File: config.mk
export PLATFORM = sky130hd
export DESIGN_NAME = lzssbd_out
export DESIGN_NICKNAME = d
export VERILOG_FILES = /design/src/rtl/lzss_block_decompressor_top_assert.svh /design/src/rtl/lzssbd_pkg.sv /design/src/rtl/lzssbd_out.sv
export SDC_FILE = /design/constraint.sdc
export NUM_CORES = 1
export LEC_CHECK = 0
export BUFFER_PORTS_ARGS = -buffer_cell sky130_fd_sc_hd__buf_2
export CAP_MARGIN = 40
export CORE_MARGIN = 3
export CORE_UTILIZATION = 51
export CTS_CLUSTER_DIAMETER = 200
export DETAILED_ROUTE_END_ITERATION = 8
export PLACE_DENSITY_LB_ADDON = 0.05
export SLEW_MARGIN = 20
export SYNTH_ARGS = -nofsm -noshare
export SYNTH_HDL_FRONTEND = slang
export SYNTH_SLANG_ARGS = --single-unit
File: constraint.sdc
create_clock -name clk_i -period 5.3 [get_ports clk_i]
set_input_delay 1.59 -clock clk_i [delete_from_list [all_inputs] [get_ports clk_i]]
set_output_delay 1.59 -clock clk_i [all_outputs]
set_load 0.02 [all_outputs]
File: src/rtl/lzss_block_decompressor_top_assert.svh
// Assertion macros for the LZSS block decompressor.
`ifndef LZSS_BLOCK_DECOMPRESSOR_TOP_ASSERT_SVH
`define LZSS_BLOCK_DECOMPRESSOR_TOP_ASSERT_SVH

`ifndef SYNTH
// same-cycle implication
`define LZSSBD_ASSERT_IMP(lbl, clk, rstn, ante, cons) \
  lbl: assert property (@(posedge clk) disable iff (!rstn) (ante) |-> (cons)) \
    else $error("lzssbd: same-cycle check failed");
// next-cycle implication
`define LZSSBD_ASSERT_NXT(lbl, clk, rstn, ante, cons) \
  lbl: assert property (@(posedge clk) disable iff (!rstn) (ante) |=> (cons)) \
    else $error("lzssbd: next-cycle check failed");
`else
`define LZSSBD_ASSERT_IMP(lbl, clk, rstn, ante, cons)
`define LZSSBD_ASSERT_NXT(lbl, clk, rstn, ante, cons)
`endif

`endif

File: src/rtl/lzssbd_pkg.sv
// Shared constants and types of the LZSS block decompressor.
`default_nettype none
package lzssbd_pkg;

  localparam int unsigned WindowSize = 4096;
  localparam int unsigned AddrW      = $clog2(WindowSize);
  localparam logic [AddrW-1:0] WinStart = AddrW'(WindowSize - 18);
  localparam logic [7:0] Space = 8'h20;
  localparam int unsigned LenW = 5;

  // command from the parser, qualified by item acceptance
  typedef struct packed {
    logic             emit;   // one byte straight to the output
    logic             wr;     // and into the window
    logic             clear;  // new LZSS block: reset window
    logic             copy;   // start a match copy
    logic [7:0]       data;
    logic [AddrW-1:0] src;
    logic [LenW-1:0]  len;
  } cmd_t;

  // output stage status
  typedef struct packed {
    logic can_emit;
    logic hold_busy;
  } oflow_t;

  // one byte towards the output stage
  typedef struct packed {
    logic       valid;
    logic [7:0] data;
    logic       last;
  } push_t;

endpackage
`default_nettype wire

File: src/rtl/lzssbd_out.sv
// Output register with a one-entry hold stage.
`default_nettype none
module lzssbd_out (
  input  wire logic              clk_i,
  input  wire logic              rst_ni,
  input  wire lzssbd_pkg::push_t push_i,
  output lzssbd_pkg::oflow_t     oflow_o,
  output logic                   out_valid_o,
  input  wire logic              out_ready_i,
  output logic [7:0]             out_byte_o,
  output logic                   last_of_run_o
);

  logic       ov_q, ov_d;
  logic [7:0] ob_q, ob_d;
  logic       ol_q, ol_d;
  logic       hv_q, hv_d;
  logic [7:0] hb_q, hb_d;
  logic       hl_q, hl_d;
  logic       can_emit;

  always_comb begin
    can_emit = !ov_q || out_ready_i;
    ov_d = ov_q;
    ob_d = ob_q;
    ol_d = ol_q;
    hv_d = hv_q;
    hb_d = hb_q;
    hl_d = hl_q;
    if (hv_q) begin
      if (can_emit) begin
        ov_d = 1'b1;
        ob_d = hb_q;
        ol_d = hl_q;
        hv_d = 1'b0;
      end
    end else if (push_i.valid) begin
      if (can_emit) begin
        ov_d = 1'b1;
        ob_d = push_i.data;
        ol_d = push_i.last;
      end else begin
        hv_d = 1'b1;
        hb_d = push_i.data;
        hl_d = push_i.last;
      end
    end else if (can_emit) begin
      ov_d = 1'b0;
    end
  end

  always_ff @(posedge clk_i or negedge rst_ni) begin
    if (!rst_ni) begin
      ov_q <= 1'b0;
      hv_q <= 1'b0;
    end else begin
      ov_q <= ov_d;
      hv_q <= hv_d;
    end
  end

  always_ff @(posedge clk_i) begin
    ob_q <= ob_d;
    ol_q <= ol_d;
    hb_q <= hb_d;
    hl_q <= hl_d;
  end

  assign oflow_o.can_emit  = can_emit;
  assign oflow_o.hold_busy = hv_q;
  assign out_valid_o       = ov_q;
  assign out_byte_o        = ob_q;
  assign last_of_run_o     = ol_q;

endmodule
`default_nettype wire

==> results.toml, run 1 <==
[run_status]
status = "finished clean"

[clock_network]
max-clock-path-buffers = 2
cts_hold_buf = 0
clk_latency_ns = 0.29
cts_resized = 0
htreeDepth = 1
post_cts_buffers = 0
cts_root_buf = "clkbuf_4"
path_clk_slew_ns = 0.10
clkSinkCount = 20
cts_tree = "yes"
numCtsBuffers = 3

[timing]
period_needed_ns = 3.65
clock_skew_ns = 0.00779
finalCritPeriodShare = 0.689
setup_tns_ns = 0
slew_headroom = 0.498
finalSetupViolCount = 0
finalHoldViolCount = 0
worstMarginPinSlew_ns = 0.751
rsz0062_at_grt = "no"
fmax_mhz = 274
whs_ns = 0.560
slew_violations = 0

[detailed_routing]
wl_mm = 1.22
first_pass_iters = 4
vias = 406
drc = 0
routedWlPerCell_um = 15.4
ant_nets = 0
viasPerCell = 5.14
drtIter0Drc = 9

[logic_synthesis]
ys_seq_area_frac = 0.760
synth.area.mux_share = 0.164
yosys.area_share.simple = 0.0322
ys.warnings.count = 0
ys_ff_latch = 20
syn_area_per_cell_sq_um = 20.4
synth_nets = 51
yosys.area_share.adder = 0
synth_compound_area_frac = 0.00966
ys_types = 11
synth-xor-area-share = 0
synth_top_family_by_area = "multiplexers"
syn_area_sq_um = 777
netlist_instances = 38

[floorplan]
core_area_sq_um = 1370
floorplan.rows = 13
die_x_um = 45.0
die_height_um = 45.0
initial_core_util = 0.569
dieArea_sq_um = 2030
num_io_pins = 25

[flow_run]
max_cap_viol_count = 0

[pwr]
power.leakage_nw = 0.385
vdd_drop_max_mv = 0.199
power_mw = 0.314
p_per_area_nw_per_um2 = 337

[critical_path]
worst_ep_required_time_ns = 3.71
start_kind = "input pin"
cp.arrival_ns = 2.06
worst_setup_path_end_kind = "output pin"
r2r_setup_slack_ns = 3.43
crit-reg2reg-launch = "hv_q$_DFF_PN0_"
crit_fanout = 5
reg2reg_depth = 2
r2r_end = "hb_q[0]$_DFFE_PP_"
worstSetupPathType = "in -> out"

[final_layout]
fin_util = 0.683
final_cell_mix = "buf_2 (24), edfxtp_1 (18), mux2_4 (7)"
layout-drive-gt1-share = 0.594
area_growth_pct = 20.1
nets = 78
final_common_cell = "buf_2"
antenna_cells = 0
final_cells = 79

[placement]
place.port_buffers = 24
hpwl_um = 945
dp_cells = 75
gp_congestion = 0.647

[global_route]
grt.overflow.total = 0
antenna_found_initial = 0
grt_use_total = 0.132
grt_pass1_vias = 414
grt_pass1_wl_mm = 1.81
grt_max_degree = 14

[hold_path]
min_to = "out_byte_o[2]$_DFFE_PP_"
holdCritStartpoint = "hb_q[2]$_DFFE_PP_"
holdPathStages = 1
min_path_type = "reg -> reg"
-- cell families after synthesis --
kind of cell | Yosys count
mux | 9
flops | 20
compound gates | 1
simple gates | 5
buf+inv | 3
-- Yosys cell counts --
cell type,n,share of area
edfxtp_1,18,0.70
mux2_4,7,0.14
buf_4,2,0.019
dfrtp_1,2,0.064
mux2_2,2,0.029
nor2_1,2,0.0097
buf_6,1,0.014
nand2_1,1,0.0048
nand2b_1,1,0.0081
nor3b_1,1,0.0097
o21a_1,1,0.0097
-- flip-flops by register name, indices dropped and copies added (netlist names) --
name and count:
hb_q 8, out_byte_o 8, hl_q 1, hv_q 1, last_of_run_o 1, out_valid_o 1
-- through the flow --
stage	setup WS [ns]	cell area (sq um)
after floorplan	1.77	777
after global placement	1.68	897
after CTS	1.66	933
after global routing	1.62	933
after detailed placement	1.66	897
final	1.65	933
-- worst max path at each step --
stage / endpoint / cells after the start / slack [ns] / start
floorplan: oflow_o[1] / 2 / 1.77 / out_ready_i
global placement: oflow_o[1] / 3 / 1.68 / out_ready_i
detailed placement: oflow_o[1] / 3 / 1.66 / out_ready_i
CTS: oflow_o[1] / 3 / 1.66 / out_ready_i
global route: oflow_o[1] / 3 / 1.62 / out_ready_i
finish: oflow_o[1] / 3 / 1.65 / out_ready_i
-- power by group --
part / internal, mW / total [mW] / switching (mW)
sequential: 0.184 / 0.190 / 0.00545
clock: 0.0419 / 0.0845 / 0.0426
combinational: 0.0186 / 0.0401 / 0.0216
total: 0.245 / 0.314 / 0.0696
-- layer usage --
layer	vias to the layer above	track usage	routed length, um
met5	-	0	0
met4	0	0.0702	0
met3	0	0.0239	61
met2	16	0.232	686
met1	197	0.149	471
li1	193	-	-
-- final cells by class --
| class | count | area (sq um) |
|---|---|---|
| fillers | 102 | 433 |
| well taps | 15 | 18.8 |
| multi-input cells | 15 | 160 |
| flip-flops and latches | 20 | 591 |
| repair buffers | 25 | 128 |
| clock buffers | 4 | 36.3 |
-- critical path: stages --
cell	delay, ns
buf_2	0.09
nand2b_1	0.19
buf_2	0.19
Power figures use the tool's default switching activity.
==> run 2: changes to the inputs <==
- CORE_ASPECT_RATIO: not set -> 1.25
- CORE_UTILIZATION: 51 -> 43
- clock period: 5.3 -> 3.25 ns (I/O delays scaled with it)
==> results.toml, run 2 (synthesis gave the netlist of run 1 again) <==
[final_layout]
layout-drive-gt1-share = 0.594
nets = 78
final_common_cell = "buf_2"
final_cell_mix = "buf_2 (24), edfxtp_1 (18), mux2_4 (7)"
area_growth_pct = 20.6
antenna_cells = 0

[clock_network]
htreeDepth = 1
cts_resized = 0
cts_tree = "yes"
path_clk_slew_ns = 0.10
cts_root_buf = "clkbuf_4"
max-clock-path-buffers = 2
post_cts_buffers = 0
numCtsBuffers = 3
clkSinkCount = 20
cts_hold_buf = 0
clk_latency_ns = 0.29

[hold_path]
min_path_type = "in -> async"

[detailed_routing]
viasPerCell = 4.77
wl_mm = 1.06
drtIter0Drc = 0
ant_nets = 0
drc = 0
routedWlPerCell_um = 12.9
vias = 391
first_pass_iters = 1

[global_route]
grt.overflow.total = 0
grt_pass1_wl_mm = 1.66
grt_max_degree = 14
antenna_found_initial = 0
grt_use_total = 0.100
grt_pass1_vias = 372

[timing]
setup_tns_ns = 0
finalSetupViolCount = 0
slew_headroom = 0.608
finalHoldViolCount = 0
fmax_mhz = 413
worstMarginPinSlew_ns = 0.589
clock_skew_ns = 0.00124
finalCritPeriodShare = 0.745
slew_violations = 0
rsz0062_at_grt = "no"
period_needed_ns = 2.42

[critical_path]
crit_fanout = 5
cp.arrival_ns = 1.45
crit-reg2reg-launch = "hv_q$_DFF_PN0_"
crit_end = "oflow_o[1]"
worstSetupStartpoint = "out_ready_i"
start_kind = "input pin"
worst_ep_required_time_ns = 2.27
reg2reg_depth = 1
r2r_setup_slack_ns = 1.72
worstSetupPathType = "in -> out"
r2r_end = "last_of_run_o$_DFFE_PP_"
worst_setup_path_end_kind = "output pin"

[pwr]
power_mw = 0.511
power.leakage_nw = 0.385
vdd_drop_max_mv = 0.268
p_per_area_nw_per_um2 = 546

[placement]
place.port_buffers = 24
hpwl_um = 769
gp_congestion = 0.664

[flow_run]
max_cap_viol_count = 0

[floorplan]
core_area_sq_um = 1640
initial_core_util = 0.473
dieArea_sq_um = 2360
floorplan.rows = 16
num_io_pins = 25
die_height_um = 53.5
die_x_um = 44.0

[run_status]
status = "finished clean"
run 2: area by class of cell:
cell class                 instances  area, sq um
tap                               18         22.5
clock buffer                       4         36.3
multi-input combinational         15          160
fill                             142          704
sequential                        20          591
timing repair buffer              25          128
run 2: stage by stage:
| step | instance area, sq um | worst slack [ns] | instances | utilization | hold WS (ns) |
|---|---|---|---|---|---|
| 2_1_floorplan | 777 | 0.920 | 38 | - | 0.523 |
| 3_3_place_gp | 901 | 0.849 | 78 | 0.549 | 0.530 |
| 3_5_place_dp | 901 | 0.830 | 78 | 0.549 | 0.533 |
| 4_1_cts | 937 | 0.830 | 82 | 0.571 | 0.432 |
| 5_1_grt | 937 | 0.802 | 82 | 0.571 | 0.422 |
| 6_report | 937 | 0.828 | 82 | 0.571 | 0.443 |
run 2: worst min-delay path by stage:
stage                                  from  slack [ns]                 endpoint
final                                rst_ni        0.44           hv_q$_DFF_PN0_
after global routing                 rst_ni        0.42           hv_q$_DFF_PN0_
after CTS                            rst_ni        0.43           hv_q$_DFF_PN0_
after detailed placement  hb_q[3]$_DFFE_PP_        0.53  out_byte_o[3]$_DFFE_PP_
after global placement    hb_q[4]$_DFFE_PP_        0.53  out_byte_o[4]$_DFFE_PP_
after floorplan           hb_q[3]$_DFFE_PP_        0.52  out_byte_o[3]$_DFFE_PP_
run 2: per-layer routing:
layer	GRT usage	part of all wire	up-vias
met5	0	0	-
met4	0.0452	0	0
met3	0.0306	0.053	0
met2	0.172	0.51	12
met1	0.114	0.43	186
li1	-	-	193
run 2: critical path: stages:
cell,delay (ns)
buf_2,0.09
nand2b_1,0.19
buf_2,0.19
run 2: where the power goes:
| group | internal (mW) | total, mW | switching, mW |
|---|---|---|---|
| combinational | 0.0303 | 0.0640 | 0.0337 |
| sequential | 0.301 | 0.309 | 0.00863 |
| clock | 0.0682 | 0.138 | 0.0699 |
| total | 0.399 | 0.511 | 0.112 |
