## src/rtl/lzss_block_decompressor_top_assert.svh

```systemverilog
// Assertion macros for the LZSS block decompressor.
`ifndef LZSS_BLOCK_DECOMPRESSOR_TOP_ASSERT_SVH
`define LZSS_BLOCK_DECOMPRESSOR_TOP_ASSERT_SVH

`ifndef SYNTH
// same-cycle implication
`define LZSSBD_ASSERT_IMP(lbl, clk, rstn, ante, cons) \
  lbl: assert property (@(posedge clk) disable iff (!rstn) (ante) |-> (cons)) \
    else $error("lzssbd: same-cycle check failed");
// next-cycle implication
`define LZSSBD_ASSERT_NXT(lbl, clk, rstn, ante, cons) \
  lbl: assert property (@(posedge clk) disable iff (!rstn) (ante) |=> (cons)) \
    else $error("lzssbd: next-cycle check failed");
`else
`define LZSSBD_ASSERT_IMP(lbl, clk, rstn, ante, cons)
`define LZSSBD_ASSERT_NXT(lbl, clk, rstn, ante, cons)
`endif

`endif

```

## src/rtl/lzssbd_pkg.sv

```systemverilog
// Shared constants and types of the LZSS block decompressor.
`default_nettype none
package lzssbd_pkg;

  localparam int unsigned WindowSize = 4096;
  localparam int unsigned AddrW      = $clog2(WindowSize);
  localparam logic [AddrW-1:0] WinStart = AddrW'(WindowSize - 18);
  localparam logic [7:0] Space = 8'h20;
  localparam int unsigned LenW = 5;

  // command from the parser, qualified by item acceptance
  typedef struct packed {
    logic             emit;   // one byte straight to the output
    logic             wr;     // and into the window
    logic             clear;  // new LZSS block: reset window
    logic             copy;   // start a match copy
    logic [7:0]       data;
    logic [AddrW-1:0] src;
    logic [LenW-1:0]  len;
  } cmd_t;

  // output stage status
  typedef struct packed {
    logic can_emit;
    logic hold_busy;
  } oflow_t;

  // one byte towards the output stage
  typedef struct packed {
    logic       valid;
    logic [7:0] data;
    logic       last;
  } push_t;

endpackage
`default_nettype wire

```

## src/rtl/lzssbd_parser.sv

```systemverilog
// Stream parser: headers, raw bytes, flag bytes, literals and match codes.
`default_nettype none
module lzssbd_parser (
  input  wire logic              clk_i,
  input  wire logic              rst_ni,
  input  wire logic              accept_i,
  input  wire logic [7:0]        data_byte_i,
  input  wire logic              end_of_stream_i,
  output lzssbd_pkg::cmd_t       cmd_o
);

  localparam logic [2:0] PhHdrHi   = 3'd0;
  localparam logic [2:0] PhHdrLo   = 3'd1;
  localparam logic [2:0] PhRaw     = 3'd2;
  localparam logic [2:0] PhFlag    = 3'd3;
  localparam logic [2:0] PhItem    = 3'd4;
  localparam logic [2:0] PhMatchHi = 3'd5;

  logic [2:0]  phase_q, phase_d;
  logic [15:0] rem_q, rem_d;
  logic [7:0]  hdr_hi_q, hdr_hi_d;
  logic [7:0]  flags_q, flags_d;
  logic [3:0]  fcnt_q, fcnt_d;
  logic [7:0]  mlow_q, mlow_d;
  logic        stop_q, stop_d;

  logic [15:0] rem_dec;
  logic [15:0] count;
  logic [3:0]  fcnt_dec;
  logic [2:0]  after_ph;
  lzssbd_pkg::cmd_t cmd;

  always_comb begin
    rem_dec  = (rem_q != '0) ? rem_q - 16'd1 : '0;
    count    = {hdr_hi_q, data_byte_i};
    fcnt_dec = (fcnt_q != '0) ? fcnt_q - 4'd1 : '0;
    if (rem_dec == '0) begin
      after_ph = PhHdrHi;
    end else if (fcnt_dec == '0) begin
      after_ph = PhFlag;
    end else begin
      after_ph = PhItem;
    end
  end

  always_comb begin
    phase_d  = phase_q;
    rem_d    = rem_q;
    hdr_hi_d = hdr_hi_q;
    flags_d  = flags_q;
    fcnt_d   = fcnt_q;
    mlow_d   = mlow_q;
    stop_d   = stop_q;
    cmd      = '0;
    cmd.data = data_byte_i;
    cmd.src  = {data_byte_i[7:4], mlow_q};
    cmd.len  = lzssbd_pkg::LenW'(data_byte_i[3:0]) + lzssbd_pkg::LenW'(3);
    if (accept_i) begin
      if (!stop_q) begin
        unique case (phase_q)
          PhHdrLo: begin
            if (count == '0) begin
              stop_d  = 1'b1;
              phase_d = PhHdrHi;
            end else if (count[15]) begin
              rem_d   = ~count + 16'd1;
              phase_d = PhRaw;
            end else begin
              rem_d     = count;
              cmd.clear = 1'b1;
              fcnt_d    = '0;
              phase_d   = PhFlag;
            end
          end
          PhRaw: begin
            cmd.emit = 1'b1;
            rem_d    = rem_dec;
            if (rem_dec == '0) begin
              phase_d = PhHdrHi;
            end
          end
          PhFlag: begin
            flags_d = data_byte_i;
            fcnt_d  = 4'd8;
            rem_d   = rem_dec;
            phase_d = (rem_dec == '0) ? PhHdrHi : PhItem;
          end
          PhItem: begin
            rem_d = rem_dec;
            if (flags_q[0]) begin
              cmd.emit = 1'b1;
              cmd.wr   = 1'b1;
              flags_d  = flags_q >> 1;
              fcnt_d   = fcnt_dec;
              phase_d  = after_ph;
            end else begin
              mlow_d  = data_byte_i;
              phase_d = PhMatchHi;
            end
          end
          PhMatchHi: begin
            rem_d    = rem_dec;
            cmd.copy = 1'b1;
            flags_d  = flags_q >> 1;
            fcnt_d   = fcnt_dec;
            phase_d  = after_ph;
          end
          default: begin
            hdr_hi_d = data_byte_i;
            phase_d  = PhHdrLo;
          end
        endcase
      end
      if (end_of_stream_i) begin
        phase_d = PhHdrHi;
        rem_d   = '0;
        fcnt_d  = '0;
        stop_d  = 1'b0;
      end
    end
  end

  always_ff @(posedge clk_i or negedge rst_ni) begin
    if (!rst_ni) begin
      phase_q  <= PhHdrHi;
      rem_q    <= '0;
      hdr_hi_q <= '0;
      flags_q  <= '0;
      fcnt_q   <= '0;
      mlow_q   <= '0;
      stop_q   <= 1'b0;
    end else begin
      phase_q  <= phase_d;
      rem_q    <= rem_d;
      hdr_hi_q <= hdr_hi_d;
      flags_q  <= flags_d;
      fcnt_q   <= fcnt_d;
      mlow_q   <= mlow_d;
      stop_q   <= stop_d;
    end
  end

  assign cmd_o = cmd;

endmodule
`default_nettype wire

```

## config.mk

```make
export PLATFORM = sky130hd
export DESIGN_NAME = lzssbd_parser
export DESIGN_NICKNAME = d
export VERILOG_FILES = /design/src/rtl/lzss_block_decompressor_top_assert.svh /design/src/rtl/lzssbd_pkg.sv /design/src/rtl/lzssbd_parser.sv
export SDC_FILE = /design/constraint.sdc
export NUM_CORES = 1
export LEC_CHECK = 0
export ABC_AREA = 1
export BUFFER_PORTS_ARGS = -buffer_cell sky130_fd_sc_hd__buf_2
export CORE_MARGIN = 2
export CORE_UTILIZATION = 55
export DETAILED_ROUTE_END_ITERATION = 6
export PLACE_DENSITY = 0.81
export SLEW_MARGIN = 20
export SYNTH_ARGS = -nofsm -noshare
export SYNTH_HDL_FRONTEND = slang
export SYNTH_SLANG_ARGS = --single-unit
```

## constraint.sdc

```tcl
create_clock -name clk_i -period 4.3 [get_ports clk_i]
set_clock_uncertainty 0.05 [all_clocks]
set_input_delay 0.645 -clock clk_i [delete_from_list [all_inputs] [get_ports clk_i]]
set_output_delay 0.645 -clock clk_i [all_outputs]
set_load 0.005 [all_outputs]
```

==> metrics.log, run 1 <==
INFO  metric vdd_drop_max = 0.000344 V
INFO  metric multi_input_area = 1830 µm²
INFO  metric cp-startpoint = data_byte_i[0]
INFO  metric gr_util_all_layers = 0.254
INFO  metric synthesis.instances = 521
INFO  metric syn-num-nets = 537
INFO  metric antenna-diode-count = 0
INFO  metric post_synth_main_area_contributors = sky130_fd_sc_hd__dfrtp_1 35%, sky130_fd_sc_hd__nand2_1 16%, sky130_fd_sc_hd__o21ai_0 8.5%, sky130_fd_sc_hd__nor2_1 7.1%, sky130_fd_sc_hd__inv_1 6.7%
INFO  metric worst_setup_hold_path_clk_slew = 0.09 ns
INFO  metric crit_path_max_fanout = 12
INFO  metric timing.final.crit_period = 3.07 ns
INFO  metric post-synth-top-area-cell = sky130_fd_sc_hd__dfrtp_1
INFO  metric ant_nets = 0
INFO  metric worstSetupStartpointType = primary input
INFO  metric seqCellArea = 1200 µm²
INFO  metric mapped_area = about 3400 µm²
INFO  metric synth_most_common_cell = sky130_fd_sc_hd__nand2_1
INFO  metric overall_via_count_from_detail_route = around 3400
INFO  metric cts-resized-gates = 0
INFO  metric max-clock-path-buffers = 2
INFO  metric number_of_global_route_vias_before_repair = 3106
INFO  metric power.share.switching = 0.478
INFO  metric crit-reg2reg-launch = phase_q[1]
INFO  metric timing.hold.worst.class = primary input to asynchronous set/reset pin
INFO  metric port-buffer-count = 40
INFO  metric timing.setup.critical_path_class = primary input to flip-flop
INFO  metric critPathMaxStageDelay = 0.72 ns
INFO  metric final_nets = 561
INFO  metric critPathTopFamily = simple AND/OR/NAND/NOR gates
INFO  metric final-setup-viol-count = 0
INFO  metric htree_levels = 2
INFO  metric initial_core_utilization = 0.574
INFO  metric boundaryPins = slightly above 40
INFO  metric row_count = 28
INFO  metric synth_seq_area_share = 0.351
INFO  metric internal_power_contribution = roughly 1.1 mW
INFO  metric timing.critical_path.arrival = about 3.2 ns
INFO  metric clkLatencyLatePin = 0.30 ns
INFO  metric first_pass_iters = 5
INFO  metric whs = 0.295 ns
INFO  metric clock_sink_count = 48
INFO  metric synth.lib_cells_used.distinct = 35
INFO  metric place.gp.congestion = 0.942
INFO  metric post-synth-top-area-fraction = 0.351
INFO  metric worstMarginPinSlew = about 0.91 ns
INFO  metric syn2layout_area_growth = 7.68%
INFO  metric part_of_the_power_in_the_clock_network = 0.154
INFO  metric total_leakage_power = approximately 1.9 nW
INFO  metric max-slew-margin-rel = 0.393
INFO  metric cts_post_setup_buffers_inserted = 0
INFO  metric detail_route.drc_violations = 0
INFO  metric core = slightly below 6000 µm²
INFO  metric drt-vias-per-instance = 5.49
INFO  metric number_of_antenna_violations_at_the_first_check_in_global_routing = 0
INFO  metric final.period_utilization = 0.714
INFO  metric synth_top_cells_by_count = 143 x sky130_fd_sc_hd__nand2_1, 65 x sky130_fd_sc_hd__nor2_1, 61 x sky130_fd_sc_hd__inv_1
INFO  metric synth_ff_type = sky130_fd_sc_hd__dfrtp_1
INFO  metric crit_path_top_delay_cell = sky130_fd_sc_hd__a21oi_1
INFO  metric maxCapViolCount = 0
INFO  metric layout-drive-gt1-share = 0.123
INFO  metric final-max-slew-violation-count = 0
INFO  metric maximum_number_of_pins_on_one_net_before_global_route_repair = 49
INFO  metric final.setup.tns = 0 ns
INFO  metric placedInstanceArea = 3570 µm²
INFO  metric timing_hold_violations_final = 0
INFO  metric final_design_area_no_fill = 3680 µm²
INFO  metric worstPathBufferInverterCount = 3
INFO  metric power_frac_comb = 0.515
INFO  metric dp_hpwl = 6720 µm
INFO  metric net_switching_power = 1.01 mW
INFO  metric holdBufCountCts = 0
INFO  metric synth_edf_count = 0
INFO  metric critPathRequiredTime = 4.47 ns
INFO  metric globalRouteOverflowTotal = 0
INFO  metric cts_inserted_buffers = 5
INFO  metric routed_wl = 8620 µm
INFO  metric cts_tree = yes
INFO  metric cp_common_cell = sky130_fd_sc_hd__nand2_1
INFO  metric yosysWarningCount = 0
INFO  metric clk_root_buffer_cell = sky130_fd_sc_hd__clkbuf_8
INFO  metric die_w = 82.9 µm
INFO  metric number_of_storage_elements_in_the_synthesis_netlist = 48
INFO  metric timing.critical_path.to_type = flip-flop
INFO  metric wl_per_cell = 13.9 µm
INFO  metric die_height = 82.9 µm
INFO  metric grt_first_pass_wirelength = between 10000 and 15000 µm
INFO  metric fillerInstances = 546
INFO  metric path_cells = buf_2, inv_1, ha_1, nand2_2, nor3_4, nand4_2, nor2_1, nand3_1, nand2_1, a21oi_1, nand2_1, inv_1, nand2_1, o21ai_1
INFO  metric fmax = ~0.33 GHz
INFO  metric rsz0062_at_grt = no
INFO  metric drt-initial-drc-count = ~280
INFO  metric power_frac_seq = 0.331
INFO  metric power_density = 573 nW/µm²
INFO  metric outcome = completed
INFO  metric floorplan.die_area = between 6000 and 7000 µm²
INFO  metric postSynth.asyncResetShare = 1.00
INFO  metric postSynthAreaPerCell = 6.56 µm²
-- power groups by stage --
stage	registers [mW]	clock network, mW	logic (mW)
detailed placement	0.705	0	1.06
global placement	0.700	0	1.04
finish	0.698	0.324	1.09
floorplan	0.668	0	0.850
CTS	0.697	0.328	1.07
global route	0.718	0.350	1.24
-- registers in the layout, summed over array words and instances (netlist names) --
register,cells
hdr_hi_q,8
mlow_q,8
fcnt_q,4
flags_q,8
phase_q,3
stop_q,1
rem_q,16
-- layout make-up --
type	instances	share of cell area
Multi-Input combinational cell	386	0.498
Tap cell	75	0.0255
Clock inverter	3	0.0116
Clock buffer	5	0.0187
Timing Repair Buffer	40	0.0550
Inverter	64	0.0652
Sequential cell	48	0.326
-- routing by layer --
layer  up-vias  GRT usage  wire, µm
met1      1544      0.346      3870
met5         -          0         0
met2       112      0.413      4130
met4         0     0.0984       214
li1       1731          -         -
met3        20     0.0338       404
-- layout by cell type (no fill, tap or decap), types with 2 or more instances in the layout --
cell,instances
sky130_fd_sc_hd__nor2_2,3
sky130_fd_sc_hd__buf_2,39
sky130_fd_sc_hd__o21ai_1,8
sky130_fd_sc_hd__a211oi_1,2
sky130_fd_sc_hd__clkbuf_8,5
sky130_fd_sc_hd__o31ai_1,2
sky130_fd_sc_hd__nand3_1,36
sky130_fd_sc_hd__a21oi_1,12
sky130_fd_sc_hd__nor2_1,65
sky130_fd_sc_hd__inv_1,61
sky130_fd_sc_hd__nand2_2,5
sky130_fd_sc_hd__dfrtp_1,48
sky130_fd_sc_hd__nor2_4,4
sky130_fd_sc_hd__nor3_1,10
sky130_fd_sc_hd__nand3_2,3
sky130_fd_sc_hd__o21ai_0,58
sky130_fd_sc_hd__o22ai_1,13
sky130_fd_sc_hd__a31oi_1,2
sky130_fd_sc_hd__clkinv_1,2
sky130_fd_sc_hd__xor2_1,3
sky130_fd_sc_hd__nand2_1,143
sky130_fd_sc_hd__nand4_1,5
sky130_fd_sc_hd__ha_1,4
-- worst paths after layout --
path	end	slack, ns	cells past startpoint
worst max-delay path	rem_q[10]	1.23	14
worst min-delay path	mlow_q[2]	0.29	1
worst max register to register	rem_q[10]	1.25	9
worst min register to register	mlow_q[3]	0.45	2
max in group asynchronous	rem_q[4]	3.50	1
min in group clk_i	mlow_q[3]	0.45	2
-- cells by family after synthesis --
family | count (synthesis) | synth area share
buffers and inverters | 87 | 0.113
adders and majority gates | 4 | 0.0146
DFF | 48 | 0.351
and+or+nand+nor | 278 | 0.354
AOI/OAI and AO/OA | 100 | 0.157
xor gates and xnor gates | 4 | 0.0102
-- metrics by stage --
stage | instances | utilization | worst slack, ns | total power, mW
after detailed placement | 613 | 0.599 | 0.976 | 1.77
final | 621 | 0.618 | 1.23 | 2.11
after floorplan | 521 | - | 2.07 | 1.52
after CTS | 621 | 0.618 | 1.27 | 2.09
after global placement | 613 | 0.599 | 1.22 | 1.74
after global routing | 621 | 0.618 | 0.930 | 2.31
No activity file was read; power rests on OpenSTA's default activity.
==> run 2, diff against run 1 <==
--- a/config.mk
+++ b/config.mk
@@ -8,9 +8,9 @@
 export ABC_AREA = 1
 export BUFFER_PORTS_ARGS = -buffer_cell sky130_fd_sc_hd__buf_2
 export CORE_MARGIN = 2
-export CORE_UTILIZATION = 55
+export CORE_UTILIZATION = 53
 export DETAILED_ROUTE_END_ITERATION = 6
-export PLACE_DENSITY = 0.81
+export PLACE_DENSITY = 0.82
 export SLEW_MARGIN = 20
 export SYNTH_ARGS = -nofsm -noshare
 export SYNTH_HDL_FRONTEND = slang
==> constraint.sdc (replaced) <==
create_clock -name clk_i -period 2.5 [get_ports clk_i]
set_clock_uncertainty 0.05 [all_clocks]
set_input_delay 0.375 -clock clk_i [delete_from_list [all_inputs] [get_ports clk_i]]
set_output_delay 0.375 -clock clk_i [all_outputs]
set_load 0.005 [all_outputs]
==> run 2 against run 1 <==
- first-iteration DRC count shrank 6.4%
- highest routed layer unchanged
- largest cell class unchanged
- global-route usage decreased by 0.20 points
- worst hold slack got worse by 0.019 ns
==> metrics.log, run 2 (synthesis gave the netlist of run 1 again) <==
INFO  metric dp_hpwl = 6780 µm (+0.89%)
INFO  metric timing.setup.critical_path_class = flip-flop to flip-flop
INFO  metric initial_core_utilization = 0.545 (-0.0294)
INFO  metric wl_per_cell = 13.6 µm (-2.4%)
INFO  metric syn2layout_area_growth = 9.81%
INFO  metric final_nets = 571 (+1.8%)
INFO  metric final_design_area_no_fill = 3750 µm² (+2.0%)
INFO  metric worstMarginPinSlew = 0.519 ns (-0.392 ns)
INFO  metric worst_setup_hold_path_clk_slew = 0.09 ns (about the same)
INFO  metric die_height = 84.3 µm (+1.8%)
INFO  metric gr_util_all_layers = 0.252 (-0.00199)
INFO  metric ff2ff_setup_slack = 0.25 ns (-1.00 ns)
INFO  metric drt-initial-drc-count = 264 (-6.4%)
INFO  metric multi_input_area = 1850 µm² (+0.68%)
INFO  metric port-buffer-count = 40 (unchanged)
INFO  metric crit-reg2reg-launch = rem_q[1]
INFO  metric grt_first_pass_wirelength = 14700 µm (+1.6%)
INFO  metric antenna-diode-count = 0 (unchanged)
INFO  metric crit_path_max_fanout = 4 (-8)
INFO  metric clk_root_buffer_cell = sky130_fd_sc_hd__clkbuf_8
INFO  metric clkLatencyLatePin = 0.31 ns (about the same)
INFO  metric hold_depth = 3
INFO  metric floorplan.die_area = 7110 µm² (+3.6%)
INFO  metric met2_length = 3940 µm (-4.8%)
INFO  metric seqCellArea = 1200 µm² (unchanged)
INFO  metric final-max-slew-violation-count = 0 (unchanged)
INFO  metric worstSetupStartpointType = flip-flop
INFO  metric overall_via_count_from_detail_route = 3484 (+2.3%)
INFO  metric final.period_utilization = 0.902
INFO  metric number_of_antenna_violations_at_the_first_check_in_global_routing = 0 (unchanged)
INFO  metric number_of_global_route_vias_before_repair = 3220 (+3.7%)
INFO  metric fmax = 0.444 GHz
INFO  metric worst_hold_path.endpoint = stop_q
INFO  metric fillerInstances = 599 (+9.7%)
INFO  metric cts_tree = yes
INFO  metric r2r_end = phase_q[1]
INFO  metric top_layer_used = met4
INFO  metric routed_wl = 8580 µm (-0.50%)
INFO  metric timing.final.crit_period = 2.25 ns
INFO  metric rsz0062_at_grt = no
INFO  metric reg2regPathDepth = 12 (+3)
INFO  metric layout_common_cells = 141 x sky130_fd_sc_hd__nand2_1, 64 x sky130_fd_sc_hd__nor2_1, 61 x sky130_fd_sc_hd__inv_1
INFO  metric max_ffs_per_register = 16 (unchanged)
INFO  metric max-slew-margin-rel = 0.654 (+0.261)
INFO  metric max-clock-path-buffers = 2 (unchanged)
INFO  metric layout-drive-gt1-share = 0.140 (+0.0176)
INFO  metric outcome = completed
INFO  metric timing_hold_violations_final = 0 (unchanged)
INFO  metric power_density = 962 nW/µm² (+68%)
INFO  metric cts_inserted_buffers = 5 (unchanged)
INFO  metric total_leakage_power = 1.91 nW (+2.5%)
INFO  metric final.setup.tns = 0 ns (unchanged)
INFO  metric globalRouteOverflowTotal = 0 (unchanged)
INFO  metric timing.hold.worst.class = primary input to flip-flop
INFO  metric placedInstanceArea = 3640 µm² (+2.0%)
INFO  metric maxCapViolCount = 0 (unchanged)
INFO  metric mostFrequentLayoutCell = sky130_fd_sc_hd__nand2_1
INFO  metric row_count = 29 (+3.6%)
INFO  metric critPathRequiredTime = 2.69 ns (-1.78 ns)
INFO  metric hold_path_startpoint = accept_i
INFO  metric vdd_drop_max = 0.000606 V (+76%)
INFO  metric cts_post_setup_buffers_inserted = 0 (unchanged)
INFO  metric place.gp.congestion = 0.908 (-3.7%)
INFO  metric maximum_number_of_pins_on_one_net_before_global_route_repair = 30 (-39%)
INFO  metric timing.critical_path.to_type = flip-flop
INFO  metric ant_nets = 0 (unchanged)
INFO  metric first_pass_iters = 5 (unchanged)
INFO  metric dr_wl_met3 = 361 µm (-11%)
INFO  metric detail_route.drc_violations = 0 (unchanged)
INFO  metric core = 6280 µm² (+5.4%)
INFO  metric wl_met1 = 3990 µm (+3.1%)
INFO  metric total_power = 3.61 mW (+71%)
INFO  metric htree_levels = 2 (unchanged)
INFO  metric timing.critical_path.arrival = 2.44 ns (-0.80 ns)
INFO  metric drt-vias-per-instance = 5.50 (+0.32%)
INFO  metric clock_sink_count = 48 (unchanged)
INFO  metric final-setup-viol-count = 0 (unchanged)
INFO  metric die_w = 84.3 µm (+1.8%)
INFO  metric boundaryPins = 41 (unchanged)
INFO  metric max_flop_register = rem_q
==> run 2: per-layer routing <==
metal,GRT usage,up-vias
li1,-,1746
met1,0.342,1611
met2,0.405,102
met3,0.0374,25
met4,0.107,0
met5,0,-
==> run 2: how the worst max path moves through the flow <==
stage                              start         end  cells after the start
after floorplan           data_byte_i[0]   rem_q[11]                     12
after global placement    data_byte_i[1]   rem_q[15]                     14
after detailed placement  data_byte_i[1]    rem_q[4]                     13
after CTS                       rem_q[1]  phase_q[1]                     12
after global routing            rem_q[1]  phase_q[1]                     12
final                           rem_q[1]  phase_q[1]                     12
==> run 2: layout make-up <==
type                    count  share of cell area
multi-input cells         386               0.492
flip-flops and latches     48               0.320
repair buffers             50              0.0740
inverters                  64              0.0640
well taps                  77              0.0257
clock buffers               7              0.0230
clock inverters             1             0.00200
==> run 2: what timing repair did <==
action | in CTS | in global routing
hold buffers | 1 | 0
endpoints found under the hold margin | 19 | 0
setup endpoints to repair | 0 | 3
gates resized for setup | 0 | 5
==> run 2: worst max-delay path, cell delays in order, from the launching register on <==
cell and delay [ns]:
sky130_fd_sc_hd__dfrtp_1 0.40, sky130_fd_sc_hd__inv_1 0.11, sky130_fd_sc_hd__ha_1 0.25, sky130_fd_sc_hd__nand2_1 0.14
sky130_fd_sc_hd__nor2_1 0.21, sky130_fd_sc_hd__nand3_1 0.11, sky130_fd_sc_hd__nand3_1 0.17, sky130_fd_sc_hd__nand3_1 0.10
sky130_fd_sc_hd__nor2_1 0.11, sky130_fd_sc_hd__nand3_1 0.13, sky130_fd_sc_hd__nand2_1 0.11, sky130_fd_sc_hd__nand4_1 0.13
sky130_fd_sc_hd__o21ai_1 0.16
==> run 2: where the power goes <==
part	total [mW]	switching [mW]	internal, mW
Sequential	1.20	0.212	0.989
Combinational	1.93	1.29	0.643
Clock	0.480	0.255	0.225
==> run 2: metrics by stage <==
| step | utilization | setup slack, ns | std cells | hold slack (ns) |
|---|---|---|---|---|
| 6_report | 0.598 | 0.246 | 633 | 0.276 |
| 5_1_grt | 0.598 | 0.0289 | 633 | 0.330 |
| 4_1_cts | 0.596 | 0.287 | 633 | 0.277 |
| 3_5_place_dp | 0.580 | 0.151 | 624 | 0.274 |
| 3_3_place_gp | 0.580 | 0.307 | 624 | 0.272 |
| 2_1_floorplan | - | 0.565 | 521 | 0.0294 |
==> run 3, diff against run 2 <==
--- a/config.mk
+++ b/config.mk
@@ -5,7 +5,6 @@
 export SDC_FILE = /design/constraint.sdc
 export NUM_CORES = 1
 export LEC_CHECK = 0
-export ABC_AREA = 1
 export BUFFER_PORTS_ARGS = -buffer_cell sky130_fd_sc_hd__buf_2
 export CORE_MARGIN = 2
 export CORE_UTILIZATION = 53
==> run 3 against run 2 <==
- non-clock buffer count grew 20
- combinational power grew 19%
- design area grew 1.6%
- global-route usage is essentially flat
- sequential share of layout area shrank 0.50 points
- fmax shrank 8.2%
- register-to-register slack lost 0.13 ns
- setup slack lost 0.20 ns
- routed wire length grew 3.2%
- total power grew 17%
==> metrics.log, run 3 <==
INFO  metric final_nets = 455 (-20%)
INFO  metric row_count = 29 (unchanged)
INFO  metric synth_seq_area_share = 0.356 (+0.00509)
INFO  metric boundaryPins = 41 (unchanged)
INFO  metric core = 6240 µm² (-0.58%)
INFO  metric synth_edf_count = 0 (unchanged)
INFO  metric place.gp.congestion = 0.902 (-0.72%)
INFO  metric whs = 0.0176 ns (-0.258 ns)
INFO  metric seqCellArea = 1200 µm² (unchanged)
INFO  metric dp_hpwl = 6420 µm (-5.3%)
INFO  metric synthesis.instances = 399 (-23%)
INFO  metric final.period_utilization = 0.982 (+0.0802)
INFO  metric vdd_drop_max = 0.000546 V (-9.9%)
INFO  metric post-synth-top-area-cell = sky130_fd_sc_hd__dfrtp_1
INFO  metric total_leakage_power = 1.68 nW (-12%)
INFO  metric initial_core_utilization = 0.540 (-0.00465)
INFO  metric first_pass_iters = 6 (+1)
INFO  metric max-slew-margin-rel = 0.572 (-0.0824)
INFO  metric port-buffer-count = 40 (unchanged)
INFO  metric grt_first_pass_wirelength = 14400 µm (-1.7%)
INFO  metric layout_common_cells = 48 x sky130_fd_sc_hd__dfrtp_1, 43 x sky130_fd_sc_hd__nand2_1, 40 x sky130_fd_sc_hd__buf_2
INFO  metric final-max-slew-violation-count = 0 (unchanged)
INFO  metric timing_hold_violations_final = 0 (unchanged)
INFO  metric internal_power_contribution = 2.34 mW (+26%)
INFO  metric max_ffs_per_register = 16 (unchanged)
INFO  metric worstMarginPinSlew = 0.640 ns (+0.121 ns)
INFO  metric synth_most_common_cell = sky130_fd_sc_hd__dfrtp_1
INFO  metric globalRouteOverflowTotal = 0 (unchanged)
INFO  metric timing.hold.worst.class = primary input to asynchronous set/reset pin
INFO  metric cts_tree = yes
INFO  metric critPathRequiredTime = 2.08 ns (-0.61 ns)
INFO  metric synth_top_cells_by_count = 48 x sky130_fd_sc_hd__dfrtp_1, 43 x sky130_fd_sc_hd__nand2_1, 33 x sky130_fd_sc_hd__o21ai_0
INFO  metric synth.lib_cells_used.distinct = 57 (+63%)
INFO  metric postSynth.asyncResetShare = 1.00 (unchanged)
INFO  metric gr_util_all_layers = 0.252 (about the same)
INFO  metric final-setup-viol-count = 0 (unchanged)
INFO  metric routed_wl = 8850 µm (+3.2%)
INFO  metric wl_per_cell = 17.2 µm (+27%)
INFO  metric antenna-diode-count = 0 (unchanged)
INFO  metric power_frac_comb = 0.545 (+0.011)
INFO  metric ant_nets = 0 (unchanged)
INFO  metric postSynthAreaPerCell = 8.45 µm² (+29%)
INFO  metric die_height = 83.8 µm (-0.68%)
INFO  metric fillerInstances = 545 (-9.0%)
INFO  metric power_density = 1100 nW/µm² (+15%)
INFO  metric maxCapViolCount = 0 (unchanged)
INFO  metric maximum_number_of_pins_on_one_net_before_global_route_repair = 26 (-13%)
INFO  metric number_of_global_route_vias_before_repair = 3069 (-4.7%)
INFO  metric htree_levels = 2 (unchanged)
INFO  metric power.share.switching = 0.446 (-0.0400)
INFO  metric timing.critical_path.to_type = primary output
INFO  metric outcome = completed
INFO  metric drt-initial-drc-count = 297 (+13%)
INFO  metric max-clock-path-buffers = 2 (unchanged)
INFO  metric mostFrequentLayoutCell = sky130_fd_sc_hd__dfrtp_1
INFO  metric floorplan.die_area = 7010 µm² (-1.4%)
INFO  metric rsz0062_at_grt = yes
INFO  metric clk_root_buffer_cell = sky130_fd_sc_hd__clkbuf_8
INFO  metric synth_ff_type = sky130_fd_sc_hd__dfrtp_1
INFO  metric drt-vias-per-instance = 6.33 (+15%)
INFO  metric crit_path_max_fanout = 4 (unchanged)
INFO  metric syn-num-nets = 415 (-23%)
INFO  metric number_of_antenna_violations_at_the_first_check_in_global_routing = 0 (unchanged)
INFO  metric yosysWarningCount = 0 (unchanged)
INFO  metric post_synth_main_area_contributors = sky130_fd_sc_hd__dfrtp_1 36%, sky130_fd_sc_hd__o21ai_0 4.9%, sky130_fd_sc_hd__nand2_1 4.8%, sky130_fd_sc_hd__buf_4 3.8%, sky130_fd_sc_hd__xnor2_1 3.6%
INFO  metric layout-drive-gt1-share = 0.231 (+0.0903)
INFO  metric clkLatencyLatePin = 0.30 ns (about the same)
INFO  metric timing.final.crit_period = 2.45 ns (+0.201 ns)
INFO  metric net_switching_power = 1.88 mW (+7.0%)
INFO  metric worstSetupStartpointType = flip-flop
INFO  metric fmax = 0.407 GHz (-8.2%)
INFO  metric part_of_the_power_in_the_clock_network = 0.127 (-0.006)
INFO  metric total_power = 4.21 mW (+17%)
INFO  metric number_of_storage_elements_in_the_synthesis_netlist = 48 (unchanged)
INFO  metric mapped_area = 3370 µm² (-1.4%)
INFO  metric multi_input_area = 1940 µm² (+5.1%)
INFO  metric power_frac_seq = 0.328 (-0.005)
INFO  metric timing.critical_path.arrival = 2.03 ns (-0.41 ns)
INFO  metric worst_setup_hold_path_clk_slew = 0.09 ns (about the same)
INFO  metric overall_via_count_from_detail_route = 3259 (-6.5%)
INFO  metric final.setup.tns = 0 ns (unchanged)
INFO  metric cts_inserted_buffers = 5 (unchanged)
INFO  metric timing.setup.critical_path_class = flip-flop to primary output
INFO  metric clock_sink_count = 48 (unchanged)
INFO  metric die_w = 83.8 µm (-0.68%)
INFO  metric detail_route.drc_violations = 0 (unchanged)
INFO  metric max_flop_register = rem_q
INFO  metric syn2layout_area_growth = 13.2%
INFO  metric post-synth-top-area-fraction = 0.356 (+0.00509)
==> run 3: changes by cell type after synthesis, sizes merged, moves of 12 or more <==
| cell | before | now |
|---|---|---|
| nand3 | 39 | 12 |
| nor2 | 72 | 28 |
| o31ai | 2 | 14 |
| o22ai | 13 | 1 |
| inv | 62 | 11 |
| nand2 | 148 | 43 |
| nor2b | 0 | 12 |
| o21ai | 66 | 46 |
| xnor2 | 1 | 14 |
| a21oi | 12 | 24 |
==> run 3: cells by family after synthesis <==
kind of cell / synth area share
mux: 0.0364
compound gates: 0.231
buf+inv: 0.0768
fa+ha+maj: 0.0148
simple gates: 0.238
xor+xnor: 0.0468
flops: 0.356
==> run 3: critical path, cell delays in order, from the launching register on <==
cell	delay, ns
sky130_fd_sc_hd__dfrtp_1	0.43
sky130_fd_sc_hd__or4_4	0.54
sky130_fd_sc_hd__nor3_4	0.21
sky130_fd_sc_hd__and3_4	0.23
sky130_fd_sc_hd__or3_1	0.15
sky130_fd_sc_hd__nor2_1	0.04
sky130_fd_sc_hd__buf_2	0.13
==> run 3: what timing repair did <==
item | CTS | global route
hold buffers | 0 | 0
setup buffers | 0 | 3
setup endpoints to repair | 1 | 2
resized for setup | 1 | 5
pin swaps | 0 | 4
==> run 3: cell type report <==
cell class / count / area share
multi-input combinational: 303 / 0.508
sequential: 48 / 0.315
timing repair buffer: 70 / 0.115
tap: 77 / 0.0253
clock buffer: 5 / 0.0180
inverter: 11 / 0.0108
clock inverter: 1 / 0.00787
==> run 3: routing by layer <==
layer,track usage,share of wire
met1,0.324,0.41
met2,0.425,0.50
met3,0.0495,0.063
met4,0.0880,0.024
met5,0,0
==> run 3: worst paths after layout <==
path	startpoint	slack, ns	to	depth (start not counted)
max reg2reg	rem_q[2]	0.12	phase_q[0]	7
min reg2reg	mlow_q[7]	0.44	mlow_q[7]	2
max in group asynchronous	rst_ni	1.84	rem_q[6]	2
max	hdr_hi_q[3]	0.05	cmd_o[26]	6
min in group clk_i	accept_i	0.34	stop_q	2
min	rst_ni	0.02	fcnt_q[3]	1
==> run 3: metrics by stage <==
| stage | cell area, µm² | worst slack [ns] | std cells | util |
|---|---|---|---|---|
| floorplan | 3370 | 0.106 | 399 | - |
| global placement | 3660 | 0.154 | 506 | 0.587 |
| detailed placement | 3660 | 0.113 | 506 | 0.587 |
| CTS | 3770 | 0.0237 | 512 | 0.604 |
| global route | 3810 | -0.0384 | 515 | 0.611 |
| finish | 3810 | 0.0455 | 515 | 0.611 |
==> run 3: power by group through the flow <==
stage	clock [mW]	combinational [mW]	sequential (mW)
2_1_floorplan	0	1.59	1.31
6_report	0.535	2.30	1.38
3_3_place_gp	0	2.12	1.35
4_1_cts	0.539	2.22	1.36
5_1_grt	0.570	2.51	1.42
3_5_place_dp	0	2.20	1.38
